## config.mk

```make
export PLATFORM = sky130hd
export DESIGN_NAME = crc_checked_frame_receiver_core_flat
export DESIGN_NICKNAME = d
export VERILOG_FILES = /design/src/rtl/crcfr_pkg.sv /design/src/rtl/crcfr_if.sv /design/src/rtl/crcfr_cfg_regs.sv /design/src/rtl/crcfr_deframer.sv /design/src/rtl/crcfr_out_reg.sv /design/src/rtl/crc_checked_frame_receiver_core.sv /design/src/flat_wrapper.sv
export SDC_FILE = /design/constraint.sdc
export NUM_CORES = 1
export LEC_CHECK = 0
export ABC_AREA = 1
export BUFFER_PORTS_ARGS = -buffer_cell sky130_fd_sc_hd__buf_4
export CAP_MARGIN = 20
export CORE_ASPECT_RATIO = 1.5
export CORE_MARGIN = 5
export CORE_UTILIZATION = 40
export DETAILED_ROUTE_END_ITERATION = 8
export PLACE_DENSITY = 0.7
export SLEW_MARGIN = 20
export SYNTH_ARGS = -nofsm -noshare
export SYNTH_HDL_FRONTEND = slang
export SYNTH_SLANG_ARGS = --single-unit
```

## constraint.sdc

```tcl
create_clock -name clk -period 4.17 [get_ports clk]
set_input_delay 0.6255 -clock clk [delete_from_list [all_inputs] [get_ports clk]]
set_output_delay 0.6255 -clock clk [all_outputs]
set_load 0.03 [all_outputs]
```

## src/rtl/crcfr_pkg.sv

```systemverilog
// Shared types, constants and the CRC update function of the frame receiver.
// Used by every module and by the channel interfaces; depends on nothing.

package crcfr_pkg;

    localparam logic [7:0] CRC_POLY          = 8'h91;
    localparam logic [7:0] START_BYTE_RESET  = 8'd50;
    localparam logic [3:0] MAX_RESENDS_RESET = 4'd5;

    // Configuration register indexes.
    localparam int unsigned CFG_IDX_W = 1;
    localparam logic [CFG_IDX_W-1:0] REG_START_BYTE  = 1'b0;
    localparam logic [CFG_IDX_W-1:0] REG_MAX_RESENDS = 1'b1;

    // Input mode codes.
    localparam logic MODE_BYTE    = 1'b0;
    localparam logic MODE_TIMEOUT = 1'b1;

    // Result kind codes.
    localparam logic KIND_PAYLOAD = 1'b0;
    localparam logic KIND_VERDICT = 1'b1;

    // Verdict status codes.
    localparam logic [1:0] STATUS_OK         = 2'd0;
    localparam logic [1:0] STATUS_RESEND     = 2'd1;
    localparam logic [1:0] STATUS_LIMIT      = 2'd2;
    localparam logic [1:0] STATUS_INCOMPLETE = 2'd3;

    typedef enum logic [5:0] {
        PH_HUNT  = 6'b000001,
        PH_TYPE  = 6'b000010,
        PH_LEN   = 6'b000100,
        PH_DATA  = 6'b001000,
        PH_CRC   = 6'b010000,
        PH_TRAIL = 6'b100000
    } phase_t;

    typedef struct packed {
        logic       mode;
        logic [7:0] rx_byte;
    } rx_item_t;

    typedef struct packed {
        logic       kind;
        logic [7:0] data;
        logic [7:0] frame_length;
        logic [1:0] status;
        logic       resend_request;
        logic [3:0] error_count;
    } res_item_t;

    typedef struct packed {
        logic [7:0] start_byte;
        logic [3:0] max_resends;
    } cfg_t;

    // Reflected CRC-8 step: XOR the byte in, then eight shift/XOR rounds.
    function automatic logic [7:0] crc_update(input logic [7:0] crc, input logic [7:0] b);
        logic [7:0] v;
        v = crc ^ b;
        for (int k = 0; k < 8; k++) begin
            if (v[0])
            begin
                v = v ^ CRC_POLY;
            end
            v = v >> 1;
        end
        return v;
    endfunction

endpackage

```

## src/rtl/crcfr_if.sv

```systemverilog
// Valid/ready channel interfaces of the frame receiver: received bytes,
// results and configuration writes. Depends on crcfr_pkg.

interface crcfr_rx_if;
    logic       valid;
    logic       ready;
    logic       mode;
    logic [7:0] rx_byte;

    modport source (output valid, mode, rx_byte, input ready);
    modport sink   (input valid, mode, rx_byte, output ready);
endinterface

interface crcfr_res_if;
    logic       valid;
    logic       ready;
    logic       kind;
    logic [7:0] data;
    logic [7:0] frame_length;
    logic [1:0] status;
    logic       resend_request;
    logic [3:0] error_count;

    modport source (output valid, kind, data, frame_length, status, resend_request,
                    error_count, input ready);
    modport sink   (input valid, kind, data, frame_length, status, resend_request,
                    error_count, output ready);
endinterface

interface crcfr_cfg_if;
    logic                             valid;
    logic                             ready;
    logic [crcfr_pkg::CFG_IDX_W-1:0]  index;
    logic [7:0]                       wdata;

    modport source (output valid, index, wdata, input ready);
    modport sink   (input valid, index, wdata, output ready);
endinterface

```

## src/rtl/crcfr_cfg_regs.sv

```systemverilog
// Configuration registers: start byte and resend limit.
// Depends on crcfr_pkg and crcfr_cfg_if.

module crcfr_cfg_regs (
    input  logic              clk,
    input  logic              rst_n,
    crcfr_cfg_if.sink         cfg,
    output crcfr_pkg::cfg_t   cfg_out
);

    logic [7:0] start_byte_reg;
    logic [3:0] max_resends_reg;

    assign cfg.ready = 1'b1;

    always_ff @(posedge clk or negedge rst_n)
    begin
        if (!rst_n)
        begin
            start_byte_reg  <= crcfr_pkg::START_BYTE_RESET;
            max_resends_reg <= crcfr_pkg::MAX_RESENDS_RESET;
        end
        else if (cfg.valid)
        begin
            unique case (cfg.index)
                crcfr_pkg::REG_START_BYTE:  start_byte_reg  <= cfg.wdata;
                crcfr_pkg::REG_MAX_RESENDS: max_resends_reg <= cfg.wdata[3:0];
                default: ;
            endcase
        end
    end

    assign cfg_out.start_byte  = start_byte_reg;
    assign cfg_out.max_resends = max_resends_reg;

endmodule

```

## src/rtl/crcfr_deframer.sv

```systemverilog
// Input register and deframing state machine with the CRC check.
// Depends on crcfr_pkg and crcfr_rx_if.

module crcfr_deframer (
    input  logic                  clk,
    input  logic                  rst_n,
    crcfr_rx_if.sink              rx,
    input  crcfr_pkg::cfg_t       cfg_in,
    input  logic                  out_free,
    output logic                  res_load,
    output crcfr_pkg::res_item_t  res_item
);

    logic                  hold_valid_reg;
    crcfr_pkg::rx_item_t   hold_item_reg;
    logic                  advance;

    crcfr_pkg::phase_t     phase_reg, phase_next;
    logic [7:0]            crc_reg, crc_next;
    logic [7:0]            type_reg, type_next;
    logic [7:0]            len_reg, len_next;
    logic [7:0]            left_reg, left_next;
    logic [3:0]            err_run_reg, err_run_next;

    logic [7:0]            b;
    logic [7:0]            crc_upd;
    logic                  produce;

    // The held request moves on whenever the result register has room.
    assign advance  = hold_valid_reg && out_free;
    assign rx.ready = !hold_valid_reg || advance;

    always_ff @(posedge clk or negedge rst_n)
    begin
        if (!rst_n)
        begin
            hold_valid_reg <= 1'b0;
        end
        else if (rx.ready)
        begin
            hold_valid_reg <= rx.valid;
        end
    end

    always_ff @(posedge clk)
    begin
        if (rx.valid && rx.ready)
        begin
            hold_item_reg.mode    <= rx.mode;
            hold_item_reg.rx_byte <= rx.rx_byte;
        end
    end

    assign b       = hold_item_reg.rx_byte;
    assign crc_upd = crcfr_pkg::crc_update(crc_reg, b);

    always_comb
    begin
        phase_next   = phase_reg;
        crc_next     = crc_reg;
        type_next    = type_reg;
        len_next     = len_reg;
        left_next    = left_reg;
        err_run_next = err_run_reg;
        produce      = 1'b0;
        res_item     = '0;

        if (hold_item_reg.mode == crcfr_pkg::MODE_TIMEOUT)
        begin
            phase_next = crcfr_pkg::PH_HUNT;
            if (phase_reg == crcfr_pkg::PH_TYPE || phase_reg == crcfr_pkg::PH_LEN ||
                phase_reg == crcfr_pkg::PH_DATA || phase_reg == crcfr_pkg::PH_CRC)
            begin
                produce                 = 1'b1;
                res_item.kind           = crcfr_pkg::KIND_VERDICT;
                res_item.data           = type_reg;
                res_item.frame_length   = len_reg;
                res_item.status         = crcfr_pkg::STATUS_INCOMPLETE;
                res_item.error_count    = err_run_reg;
            end
        end
        else
        begin
            unique case (phase_reg)
                crcfr_pkg::PH_HUNT:
                begin
                    if (b == cfg_in.start_byte)
                    begin
                        crc_next   = '0;
                        type_next  = '0;
                        len_next   = '0;
                        left_next  = '0;
                        phase_next = crcfr_pkg::PH_TYPE;
                    end
                end
                crcfr_pkg::PH_TYPE:
                begin
                    type_next  = b;
                    crc_next   = crc_upd;
                    phase_next = crcfr_pkg::PH_LEN;
                end
                crcfr_pkg::PH_LEN:
                begin
                    len_next   = b;
                    left_next  = b;
                    crc_next   = crc_upd;
                    phase_next = (b == 8'd0) ? crcfr_pkg::PH_CRC : crcfr_pkg::PH_DATA;
                end
                crcfr_pkg::PH_DATA:
                begin
                    crc_next      = crc_upd;
                    left_next     = left_reg - 8'd1;
                    if (left_reg == 8'd1)
                    begin
                        phase_next = crcfr_pkg::PH_CRC;
                    end
                    produce       = 1'b1;
                    res_item.kind = crcfr_pkg::KIND_PAYLOAD;
                    res_item.data = b;
                end
                crcfr_pkg::PH_CRC:
                begin
                    produce               = 1'b1;
                    res_item.kind         = crcfr_pkg::KIND_VERDICT;
                    res_item.data         = type_reg;
                    res_item.frame_length = len_reg;
                    if (b == crc_reg)
                    begin
                        err_run_next    = '0;
                        res_item.status = crcfr_pkg::STATUS_OK;
                    end
                    else if (err_run_reg < cfg_in.max_resends)
                    begin
                        err_run_next            = err_run_reg + 4'd1;
                        res_item.status         = crcfr_pkg::STATUS_RESEND;
                        res_item.resend_request = 1'b1;
                    end
                    else
                    begin
                        res_item.status = crcfr_pkg::STATUS_LIMIT;
                    end
                    res_item.error_count = err_run_next;
                    phase_next           = crcfr_pkg::PH_TRAIL;
                end
                crcfr_pkg::PH_TRAIL:
                begin
                    phase_next = crcfr_pkg::PH_HUNT;
                end
                default:
                begin
                    phase_next = crcfr_pkg::PH_HUNT;
                end
            endcase
        end
    end

    assign res_load = advance && produce;

    always_ff @(posedge clk or negedge rst_n)
    begin
        if (!rst_n)
        begin
            phase_reg   <= crcfr_pkg::PH_HUNT;
            crc_reg     <= '0;
            type_reg    <= '0;
            len_reg     <= '0;
            left_reg    <= '0;
            err_run_reg <= '0;
        end
        else if (advance)
        begin
            phase_reg   <= phase_next;
            crc_reg     <= crc_next;
            type_reg    <= type_next;
            len_reg     <= len_next;
            left_reg    <= left_next;
            err_run_reg <= err_run_next;
        end
    end

endmodule

```

## src/rtl/crcfr_out_reg.sv

```systemverilog
// Result register driving the result channel.
// Depends on crcfr_pkg and crcfr_res_if.

module crcfr_out_reg (
    input  logic                  clk,
    input  logic                  rst_n,
    input  logic                  load,
    input  crcfr_pkg::res_item_t  item,
    output logic                  free,
    crcfr_res_if.source           res
);

    logic                  valid_reg;
    crcfr_pkg::res_item_t  item_reg;

    // Room when empty, or when the held result is taken in this cycle.
    assign free = !valid_reg || res.ready;

    always_ff @(posedge clk or negedge rst_n)
    begin
        if (!rst_n)
        begin
            valid_reg <= 1'b0;
        end
        else if (load)
        begin
            valid_reg <= 1'b1;
        end
        else if (res.ready)
        begin
            valid_reg <= 1'b0;
        end
    end

    always_ff @(posedge clk)
    begin
        if (load)
        begin
            item_reg <= item;
        end
    end

    assign res.valid          = valid_reg;
    assign res.kind           = item_reg.kind;
    assign res.data           = item_reg.data;
    assign res.frame_length   = item_reg.frame_length;
    assign res.status         = item_reg.status;
    assign res.resend_request = item_reg.resend_request;
    assign res.error_count    = item_reg.error_count;

endmodule

```

## src/rtl/crc_checked_frame_receiver_core.sv

```systemverilog
// Top level of the CRC-checked frame receiver.
// Depends on crcfr_pkg, crcfr_if, crcfr_cfg_regs, crcfr_deframer and crcfr_out_reg.
//
//   channel  direction  fields                                        accepted when
//   rx       in         mode, rx_byte                                 rx.valid && rx.ready
//   res      out        kind, data, frame_length, status,             res.valid && res.ready
//                       resend_request, error_count
//   cfg      in         index, wdata                                  cfg.valid (ready always high)
//
// One request per cycle unless res stalls: a byte enters the input register, the
// state machine and the unrolled CRC step act on it from there, and any result
// lands in the output register, which drives the res channel.
// Reset restores the register defaults and sends the deframer hunting for a start byte.
// A stall on res holds the input register only while the output register is full.

module crc_checked_frame_receiver_core (
    input  logic          clk,
    input  logic          rst_n,
    crcfr_rx_if.sink      rx,
    crcfr_res_if.source   res,
    crcfr_cfg_if.sink     cfg
);

    crcfr_pkg::cfg_t       cfg_val;
    crcfr_pkg::res_item_t  res_item;
    logic                  res_load;
    logic                  out_free;

    crcfr_cfg_regs u_cfg_regs (
        .clk     (clk),
        .rst_n   (rst_n),
        .cfg     (cfg),
        .cfg_out (cfg_val)
    );

    crcfr_deframer u_deframer (
        .clk      (clk),
        .rst_n    (rst_n),
        .rx       (rx),
        .cfg_in   (cfg_val),
        .out_free (out_free),
        .res_load (res_load),
        .res_item (res_item)
    );

    crcfr_out_reg u_out_reg (
        .clk   (clk),
        .rst_n (rst_n),
        .load  (res_load),
        .item  (res_item),
        .free  (out_free),
        .res   (res)
    );

endmodule

```

## src/flat_wrapper.sv

```systemverilog
// flat-port wrapper written by rule: the top's interface ports become plain ports
module crc_checked_frame_receiver_core_flat 
  (clk, rst_n, rx_valid, rx_mode, rx_rx_byte, rx_ready, res_valid, res_kind, res_data, res_frame_length, res_status, res_resend_request, res_error_count, res_ready, cfg_valid, cfg_index, cfg_wdata, cfg_ready);
  crcfr_rx_if rx_i ();
  crcfr_res_if res_i ();
  crcfr_cfg_if cfg_i ();
  input  logic clk;
  input  logic rst_n;
  input wire logic [$bits(rx_i.valid)-1:0] rx_valid;
  input wire logic [$bits(rx_i.mode)-1:0] rx_mode;
  input wire logic [$bits(rx_i.rx_byte)-1:0] rx_rx_byte;
  output wire logic [$bits(rx_i.ready)-1:0] rx_ready;
  output wire logic [$bits(res_i.valid)-1:0] res_valid;
  output wire logic [$bits(res_i.kind)-1:0] res_kind;
  output wire logic [$bits(res_i.data)-1:0] res_data;
  output wire logic [$bits(res_i.frame_length)-1:0] res_frame_length;
  output wire logic [$bits(res_i.status)-1:0] res_status;
  output wire logic [$bits(res_i.resend_request)-1:0] res_resend_request;
  output wire logic [$bits(res_i.error_count)-1:0] res_error_count;
  input wire logic [$bits(res_i.ready)-1:0] res_ready;
  input wire logic [$bits(cfg_i.valid)-1:0] cfg_valid;
  input wire logic [$bits(cfg_i.index)-1:0] cfg_index;
  input wire logic [$bits(cfg_i.wdata)-1:0] cfg_wdata;
  output wire logic [$bits(cfg_i.ready)-1:0] cfg_ready;
  assign rx_i.valid = rx_valid;
  assign rx_i.mode = rx_mode;
  assign rx_i.rx_byte = rx_rx_byte;
  assign rx_ready = rx_i.ready;
  assign res_valid = res_i.valid;
  assign res_kind = res_i.kind;
  assign res_data = res_i.data;
  assign res_frame_length = res_i.frame_length;
  assign res_status = res_i.status;
  assign res_resend_request = res_i.resend_request;
  assign res_error_count = res_i.error_count;
  assign res_i.ready = res_ready;
  assign cfg_i.valid = cfg_valid;
  assign cfg_i.index = cfg_index;
  assign cfg_i.wdata = cfg_wdata;
  assign cfg_ready = cfg_i.ready;
  crc_checked_frame_receiver_core u_core (.clk(clk), .rst_n(rst_n), .rx(rx_i), .res(res_i), .cfg(cfg_i));
endmodule
```

==> After elaboration in Yosys (flattened, before gate mapping) <==
Index checks and enable logic that the tools add are counted.
{ "classes": {"order_cmp": 1, "add_sub_neg": 2, "reduce_logical": 27, "n_div": 0, "bitwise_logic": 12, "n_shift": 0, "muxes": 35, "multipliers": 0, "n_eq_ne": 11} }
{ "op_table": {"columns": ["op", "n"], "rows": [
  ["8-bit two-way mux", 9],
  ["8-bit case mux with 2 select lines", 3],
  ["19-bit two-way mux", 2],
  ["6-bit case mux with 5 select lines", 1],
  ["8-bit case mux with 3 select lines", 1],
  ["2-bit NOT with 3-bit output", 7],
  ["6-bit two-way mux", 3],
  ["9-bit case mux with 2 select lines", 1],
  ["8-bit == test", 2],
  ["4-bit two-way mux", 4],
  ["4-bit AND reduction", 4],
  ["15-bit two-way mux", 1],
  ["8-bit by 1-bit == test with 1-bit output, second input constant", 1],
  ["8-bit zero test", 1],
  ["2-bit nonzero test", 4],
  ["8-bit by 1-bit subtractor with 8-bit output, second input constant", 1],
  ["8-bit bitwise XOR", 1],
  ["1-bit two-way mux", 7],
  ["6-bit by 1-bit == test with 1-bit output, second input constant", 1],
  ["6-bit by 2-bit == test with 1-bit output, second input constant", 1],
  ["6-bit by 3-bit == test with 1-bit output, second input constant", 1],
  ["6-bit by 4-bit == test with 1-bit output, second input constant", 1],
  ["6-bit by 5-bit == test with 1-bit output, second input constant", 1],
  ["3-bit AND reduction", 2],
  ["other kinds (16)", 28]
]} }
{ "word_totals": {"register_bits": 89, "latch_bits": 0, "memories": 0, "romBits": 0, "out_inout_bits": 27, "ramBits": 0} }

==> Depth between registers and ports, before layout <==
Gate-level depths: netlist (run 1).
{ "logic_depth": {"depth_word": 18, "mapped_depth": 10, "ltp_nobuf": 10} }

==> Hierarchy <==
From an unflattened synthesis (run 1), not the netlist that was laid out.
{ "unflattened": {"cells_unflattened": 613, "hier_area_um2": 4983.5} }
{ "by_module_without_submodules": {"columns": ["mod", "cells_per_inst", "area_each_um2", "instances", "seq_area_each_um2"], "rows": [
  ["crcfr_deframer", 530, 3719.8, 1, 1322.5],
  ["crcfr_out_reg", 29, 765.7, 1, 745.7],
  ["crcfr_cfg_regs", 54, 498.0, 1, 306.5]
]} }

==> Least setup slack after synthesis (run 1) <==
OpenSTA, ideal clock, no wires.
{ "synth_path": {"path_kind": "register to register", "start": "register u_core.u_deframer.phase_reg[5]", "end": "register u_core.u_out_reg.item_reg (netlist bit u_core.u_out_reg.res.data[0]), enable pin", "stages_incl_launch_ff": 6, "path_buffers": 0, "t_arrival_ns": 2.663, "synth_period_minus_slack_ns": 3.099, "setup_slack_ns": 1.071, "cell_sequence": "dfrtp_1 -> nor2_2 -> nand3_2 -> nand2_2 -> nor2_1 -> nor3_1"} }
{ "synth_via": {"elab_chain_cells": 7} }
{ "synth_rtl": {"columns": ["item", "line_no", "text"], "rows": [
  ["start: declaration", "crcfr_deframer.sv:18", "crcfr_pkg::phase_t phase_reg, phase_next;"],
  ["start signal: assignment", "crcfr_deframer.sv:163", "phase_reg <= crcfr_pkg::PH_HUNT;"],
  ["start signal: assignment", "crcfr_deframer.sv:172", "phase_reg <= phase_next;"],
  ["6-bit by 2-bit == test with 1-bit output / 6-bit by 3-bit == test with 1-bit output (equally long branches)", "crcfr_deframer.sv:71", "if (phase_reg == crcfr_pkg::PH_TYPE || phase_reg == crcfr_pkg::PH_LEN ||"],
  ["1-bit logical OR (2 in a row)", "crcfr_deframer.sv:71", null],
  ["1-bit logical OR", "crcfr_deframer.sv:72", "phase_reg == crcfr_pkg::PH_DATA || phase_reg == crcfr_pkg::PH_CRC)"],
  ["1-bit two-way mux", "crcfr_deframer.sv:71", null],
  ["1-bit two-way mux (*)", "crcfr_deframer.sv:68", "if (hold_item_reg.mode == crcfr_pkg::MODE_TIMEOUT)"],
  ["1-bit logical AND (*)", "crcfr_deframer.sv:157", "assign res_load = advance && produce;"],
  ["via u_core.res_load", "crc_checked_frame_receiver_core.sv:26", "logic res_load;"],
  ["end signal: assignment", "crcfr_out_reg.sv:39", "item_reg <= item;"],
  ["end: declaration", "crcfr_out_reg.sv:14", "crcfr_pkg::res_item_t item_reg;"]
]} }
Mark *: on every way through the listed nets, which the timed path passes. The rest lies on a longest branch.
A chain may end at the register's enable or synchronous reset.

==> flow_summary.json, run 1 <==
{
  "status": "finished clean",
  "clkSinkCount": 88,
  "initial_utilization_pct": 40.3,
  "drive_above_1_share_pct": 14.5,
  "dpl-instance-area_mm2": 0.00527,
  "clockBufferDepth": 2,
  "dp.final_hpwl_um": 8130,
  "power_leakage_nw": 2.79,
  "firstDrtPassIters": 5,
  "criticalPathCategory": "reg -> reg",
  "viasPerCell": 5.01,
  "r2r-start": "u_core.u_deframer.phase_reg[0]$_DFFE_PN1P_",
  "tightest_slew_ns": 1.02,
  "cp_num_buf_inv": 0,
  "cp-start-kind": "register",
  "wl_per_cell_um": 13.5,
  "slowest_stage": "dfstp_2",
  "irDropWorstVdd_uv": 253,
  "syn_nets": 635,
  "crit_arrival_ns": 2.23,
  "finClkSkew_ns": 0.0117,
  "area_growth_syn_to_layout_pct": 17.9,
  "path_delay_family": "simple AND/OR/NAND/NOR gates",
  "tritoncts": "done",
  "critPathMaxFanout": 17,
  "ys_seq_elements": 88,
  "die_w_um": 99.1,
  "nFillCells": 1105,
  "drcViolationCount": 0,
  "first_global_vias": 4141,
  "slew_violations": 0,
  "die_h_um": 144,
  "final_util_pct": 47.5,
  "worst_path_largest_cell_delay_ns": 0.57,
  "ios": 50,
  "cts_hold_buf": 0,
  "cap_violations": 0,
  "clockPowerShare_pct": 32.3,
  "drtAntennaViolNets": 0,
  "root_buffer": "clkbuf_16",
  "setup_viol": 0,
  "htree_levels": 3,
  "syn_inst": 606,
  "rsz0062_at_grt": "no",
  "core_mm2": 0.0118,
  "cts_buffers": 9,
  "grt_usage_pct": 16.2,
  "grt_pass1_wl_um": 18600,
  "relSlewSlack_pct": 31.9,
  "power.density_mw_per_mm2": 520,
  "drtIter0Drc": 269,
  "setup_tns_ns": 0,
  "post-cts-setup-buffers": 0,
  "insertion_delay_ns": 0.35,
  "pwr-share-seq_pct": 38.4,
  "fin_nets": 684,
  "synth_seq_area_share_pct": 49.8,
  "clock.fmax_mhz": 466,
  "grt_max_degree": 56,
  "wl_um": 11000,
  "comb_power_share_pct": 29.3,
  "antenna_found_initial": 0,
  "ctsResizeCount": 0,
  "clkTransAtPathRegs_ns": 0.07,
  "worstHoldPathType": "in -> async",
  "p_int_mw": 1.88,
  "num_antenna_cells": 0,
  "switching_power_mw": 1.04,
  "vias": 4075,
  "critPathRequiredTime_ns": 4.25,
  "sw_frac_of_total_pct": 35.6,
  "port_buffers": 48,
  "yosysWarnings": 0,
  "fin_crit_sh_pct": 51.5,
  "synth_cell_type_count": 35,
  "synth.avg_cell_area_um2": 7.87,
  "netlist_area_mm2": 0.00477,
  "gp_congestion": 0.890,
  "fp-row-count": 49,
  "dieArea_mm2": 0.0142,
  "end_kind": "register",
  "stdcell_area_mm2": 0.00562,
  "hold_viol": 0,
  "final.min_clock_period_ns": 2.15,
  "cp_cell_sequence": "nor2_1 > nand3_1 > nand2_2 > nor2_4 > nor2_4 > nor2_4 > o22ai_1",
  "critPathMostFrequentCell": "nor2_4",
  "critPathLaunch": "u_core.u_deframer.phase_reg[0]$_DFFE_PN1P_",
  "grt_overflow": 0
}
-- cell usage after synthesis (all sizes together) --
| cell type | count | share of area [%] |
|---|---|---|
| mux2 | 1 | 0.24 |
| clkinv | 2 | 0.16 |
| inv | 82 | 6.5 |
| o31ai | 1 | 0.16 |
| nand2 | 234 | 19 |
| dfstp | 6 | 3.3 |
| nor3 | 2 | 0.21 |
| nor2 | 60 | 5.3 |
| o211ai | 1 | 0.16 |
| o22ai | 9 | 1.3 |
| conb | 1 | 0.079 |
| o21ai | 19 | 2.2 |
| dfrtp | 49 | 26 |
| ha | 6 | 1.6 |
| nand3 | 31 | 4.3 |
| and2 | 1 | 0.13 |
| nand4 | 41 | 5.4 |
| buf | 9 | 1.3 |
| edfxtp | 33 | 21 |
| xnor2 | 5 | 0.92 |
| a21oi | 8 | 0.92 |
| clkbuf | 3 | 0.24 |
| xor2 | 2 | 0.37 |
-- stage by stage --
stage          setup slack (ns)  cells  hold slack (ns)  power [mW]
2_1_floorplan              1.07    606            0.330        1.80
3_3_place_gp               1.91    797            0.455        1.96
3_5_place_dp               1.87    797            0.464        1.99
4_1_cts                    2.00    813            0.355        2.93
5_1_grt                    1.78    813            0.403        3.09
6_report                   2.02    813            0.321        2.92
-- cell families after synthesis --
logic type,after synthesis,share of synthesized area (%)
flops,88,49.8
fa+ha+maj,6,1.57
buf+inv,96,8.13
compound gates,38,4.78
xor+xnor,7,1.29
mux,1,0.236
simple gates,369,34.1
other cells,1,0.0786
-- path summary, 6_finish.rpt --
path                            cells past startpoint  slack [ns]                                         end
worst max-delay path                                7        2.02      u_core.u_out_reg.res.data[6]$_DFFE_PP_
worst min-delay path                                1        0.32   u_core.u_deframer.type_reg[2]$_DFFE_PN0P_
worst max register to register                      7        2.02      u_core.u_out_reg.res.data[6]$_DFFE_PP_
worst min register to register                      2        0.48    u_core.u_deframer.len_reg[7]$_DFFE_PN0P_
max in group asynchronous                           1        3.36  u_core.u_deframer.phase_reg[5]$_DFFE_PN0P_
min in group clk                                    1        0.46            u_core.u_deframer.b[3]$_DFFE_PP_
-- cells in the final DEF, fill, tap and decap left out, types with 2 or more instances in the layout --
cell type  instances
nor2_1            55
inv_2              2
inv_1             80
nand3_1           24
dfstp_2            6
clkbuf_16          9
o22ai_1            8
clkinv_1           2
o21ai_0           18
bufinv_16          3
buf_4             50
a21oi_1            7
nand4_1           41
dfrtp_1           49
nand3_4            2
xor2_1             2
nand2_1          229
ha_1               6
nand3_2            5
nand2_2            4
nor2_2             2
xnor2_1            5
nor2_4             3
edfxtp_1          33
-- area by class of cell --
cell class              count  area, um2  area share, %
clock buffers              10        239           4.25
flip-flops and latches     88       2370           42.2
repair buffers             50        375           6.68
well taps                 153        191           3.41
inverters                  84        315           5.61
clock inverters             6        115           2.05
multi-input cells         422       2010           35.8
-- routing by layer --
metal | share of wire (%) | vias up | GRT usage, %
li1 | - | 2047 | -
met3 | 5.5 | 34 | 3.79
met2 | 52 | 122 | 28.9
met1 | 38 | 1872 | 17.4
met4 | 4.2 | 0 | 9.57
met5 | 0 | - | 0
-- power groups by stage --
stage	Combinational (mW)	Sequential, mW	Clock, mW
after floorplan	0.650	1.15	0
after global placement	0.826	1.13	0
after detailed placement	0.850	1.14	0
after CTS	0.856	1.12	0.957
after global routing	0.964	1.13	0.994
final	0.857	1.12	0.943
Note: power is estimated with default switching activity, not from simulation.
==> run 2, diff against run 1 <==
==> constraint.sdc (replaced) <==
create_clock -name clk -period 2.05 [get_ports clk]
set_input_delay 0.3075 -clock clk [delete_from_list [all_inputs] [get_ports clk]]
set_output_delay 0.3075 -clock clk [all_outputs]
set_load 0.03 [all_outputs]
==> flow_summary.json, run 2 (synthesis gave the netlist of run 1 again) <==
{
  "tightest_slew_ns": 0.726,
  "grt_usage_pct": 16.4,
  "crit_arrival_ns": 1.88,
  "firstDrtPassIters": 5,
  "core_mm2": 0.0118,
  "drcViolationCount": 0,
  "setup_viol": 0,
  "place_ws_ns": 0.0955,
  "grt_max_degree": 56,
  "fin_crit_sh_pct": 89.7,
  "ios": 50,
  "finClkSkew_ns": 0.00728,
  "insertion_delay_ns": 0.34,
  "worst_path_largest_cell_delay_ns": 0.40,
  "clockBufferDepth": 2,
  "num_antenna_cells": 0,
  "die_w_um": 99.1,
  "critPathMaxFanout": 24,
  "slew_violations": 0,
  "fp-row-count": 49,
  "drtIter0Drc": 260,
  "relSlewSlack_pct": 51.6,
  "clkTransAtPathRegs_ns": 0.06,
  "hold_viol": 0,
  "fin_nets": 697,
  "cp_cell_sequence": "nor2_2 > nand3_2 > nand2_2 > nor2_1 > nor3_4 > buf_12",
  "mostFrequentLayoutCell": "nand2_1",
  "cp-start-kind": "register",
  "tritoncts": "done",
  "dieArea_mm2": 0.0142,
  "grt_overflow": 0,
  "cp_num_buf_inv": 1,
  "status": "finished clean",
  "clkSinkCount": 88,
  "antenna_found_initial": 0,
  "power.density_mw_per_mm2": 1010,
  "gp_congestion": 0.978,
  "end_kind": "register",
  "wl_um": 11300,
  "critPathRequiredTime_ns": 2.09,
  "cap_violations": 0,
  "cts_hold_buf": 0,
  "power_leakage_nw": 2.83,
  "wl_per_cell_um": 13.6,
  "htree_levels": 3,
  "initial_utilization_pct": 40.3,
  "worstHoldPathType": "in -> async",
  "r2r_end": "u_core.u_out_reg.res.data[3]$_DFFE_PP_",
  "nFillCells": 1176,
  "area_growth_syn_to_layout_pct": 19.5,
  "worst-r2r-cell-count": 6,
  "criticalPathCategory": "reg -> reg",
  "rsz0062_at_grt": "no",
  "root_buffer": "clkbuf_16",
  "dp.final_hpwl_um": 8410,
  "viasPerCell": 4.95,
  "first_global_vias": 3962,
  "irDropWorstVdd_uv": 480,
  "grt_pass1_wl_um": 18800,
  "port_buffers": 48,
  "final.min_clock_period_ns": 1.84,
  "dp_cells": 807,
  "slowest_stage": "dfrtp_1",
  "clock.fmax_mhz": 544,
  "die_h_um": 144,
  "drtAntennaViolNets": 0,
  "layout_common_cells": "229 x nand2_1, 78 x inv_1, 60 x buf_4",
  "path_delay_family": "simple AND/OR/NAND/NOR gates",
  "vias": 4088,
  "rrSetupSlack_ns": 0.21,
  "r2r-start": "u_core.u_deframer.phase_reg[5]$_DFFE_PN0P_",
  "cts_buffers": 9,
  "drive_above_1_share_pct": 16.2,
  "finalWorstSetupSlack_ns": 0.211,
  "final_cells": 826,
  "setup_tns_ns": 0
}
## run 2: changes by cell type in the layout (fill, tap and decap cells not counted), sizes merged
cell	before	now
clkinv	3	6
bufinv	3	1
inv	83	82
buf	50	63
## run 2: power breakdown
part	internal (mW)	total (mW)	switching, mW
Sequential	2.09	2.27	0.177
Clock	0.938	1.61	0.674
Combinational	0.613	1.90	1.29
## run 2: area by class of cell
| type | instances | area [um2] | area share [%] |
|---|---|---|---|
| clock buffers | 10 | 229 | 4.02 |
| flip-flops and latches | 88 | 2370 | 41.7 |
| inverters | 84 | 315 | 5.53 |
| well taps | 153 | 191 | 3.36 |
| clock inverters | 6 | 60.1 | 1.05 |
| multi-input cells | 422 | 2020 | 35.4 |
| repair buffers | 63 | 510 | 8.96 |
## run 2: what timing repair did
item                                    4_1_cts  5_1_grt
gates resized for setup                       0        2
setup buffers                                 0        3
endpoints found under the setup margin        0        4
## run 2: per-stage QoR
step | area [um2] | power (mW) | util (%) | hold WS, ns
finish | 5700 | 5.78 | 48.2 | 0.0295
global route | 5700 | 6.14 | 48.2 | 0.0902
CTS | 5680 | 5.81 | 48.0 | 0.0420
detailed placement | 5390 | 4.19 | 45.5 | 0.409
global placement | 5390 | 4.14 | 45.5 | 0.408
floorplan | 4780 | 3.66 | - | 0.0119
## run 2: worst max-delay path by stage
stage	endpoint	depth (start not counted)	start	slack, ns
3_3_place_gp	u_core.u_out_reg.res.error_count[3]$_DFFE_PP_	10	u_core.u_deframer.b[1]$_DFFE_PP_	0.10
2_1_floorplan	u_core.u_out_reg.res.data[0]$_DFFE_PP_	5	u_core.u_deframer.phase_reg[5]$_DFFE_PN0P_	0.02
4_1_cts	u_core.u_out_reg.res.error_count[3]$_DFFE_PP_	10	u_core.u_deframer.b[1]$_DFFE_PP_	0.07
3_5_place_dp	u_core.u_out_reg.res.error_count[3]$_DFFE_PP_	10	u_core.u_deframer.b[1]$_DFFE_PP_	0.1
6_report	u_core.u_out_reg.res.data[3]$_DFFE_PP_	6	u_core.u_deframer.phase_reg[5]$_DFFE_PN0P_	0.21
5_1_grt	u_core.u_out_reg.res.error_count[3]$_DFFE_PP_	10	u_core.u_deframer.b[3]$_DFFE_PP_	0.03
## run 2: worst reg2reg max path: cells and delay by family, from the launching register on
family	cells	cell delay (ns)
simple gates	5	0.93
flops	1	0.40
buf+inv	1	0.20
## run 2: routing by layer
layer / routed length [um] / part of all wire [%] / GRT usage, % / vias to the layer above
met2: 5830 / 52 / 28.6 / 112
met4: 264 / 2.3 / 7.05 / 0
met1: 4730 / 42 / 19.3 / 1879
met3: 444 / 3.9 / 3.64 / 23
met5: 0 / 0 / 0 / -
li1: - / - / - / 2074
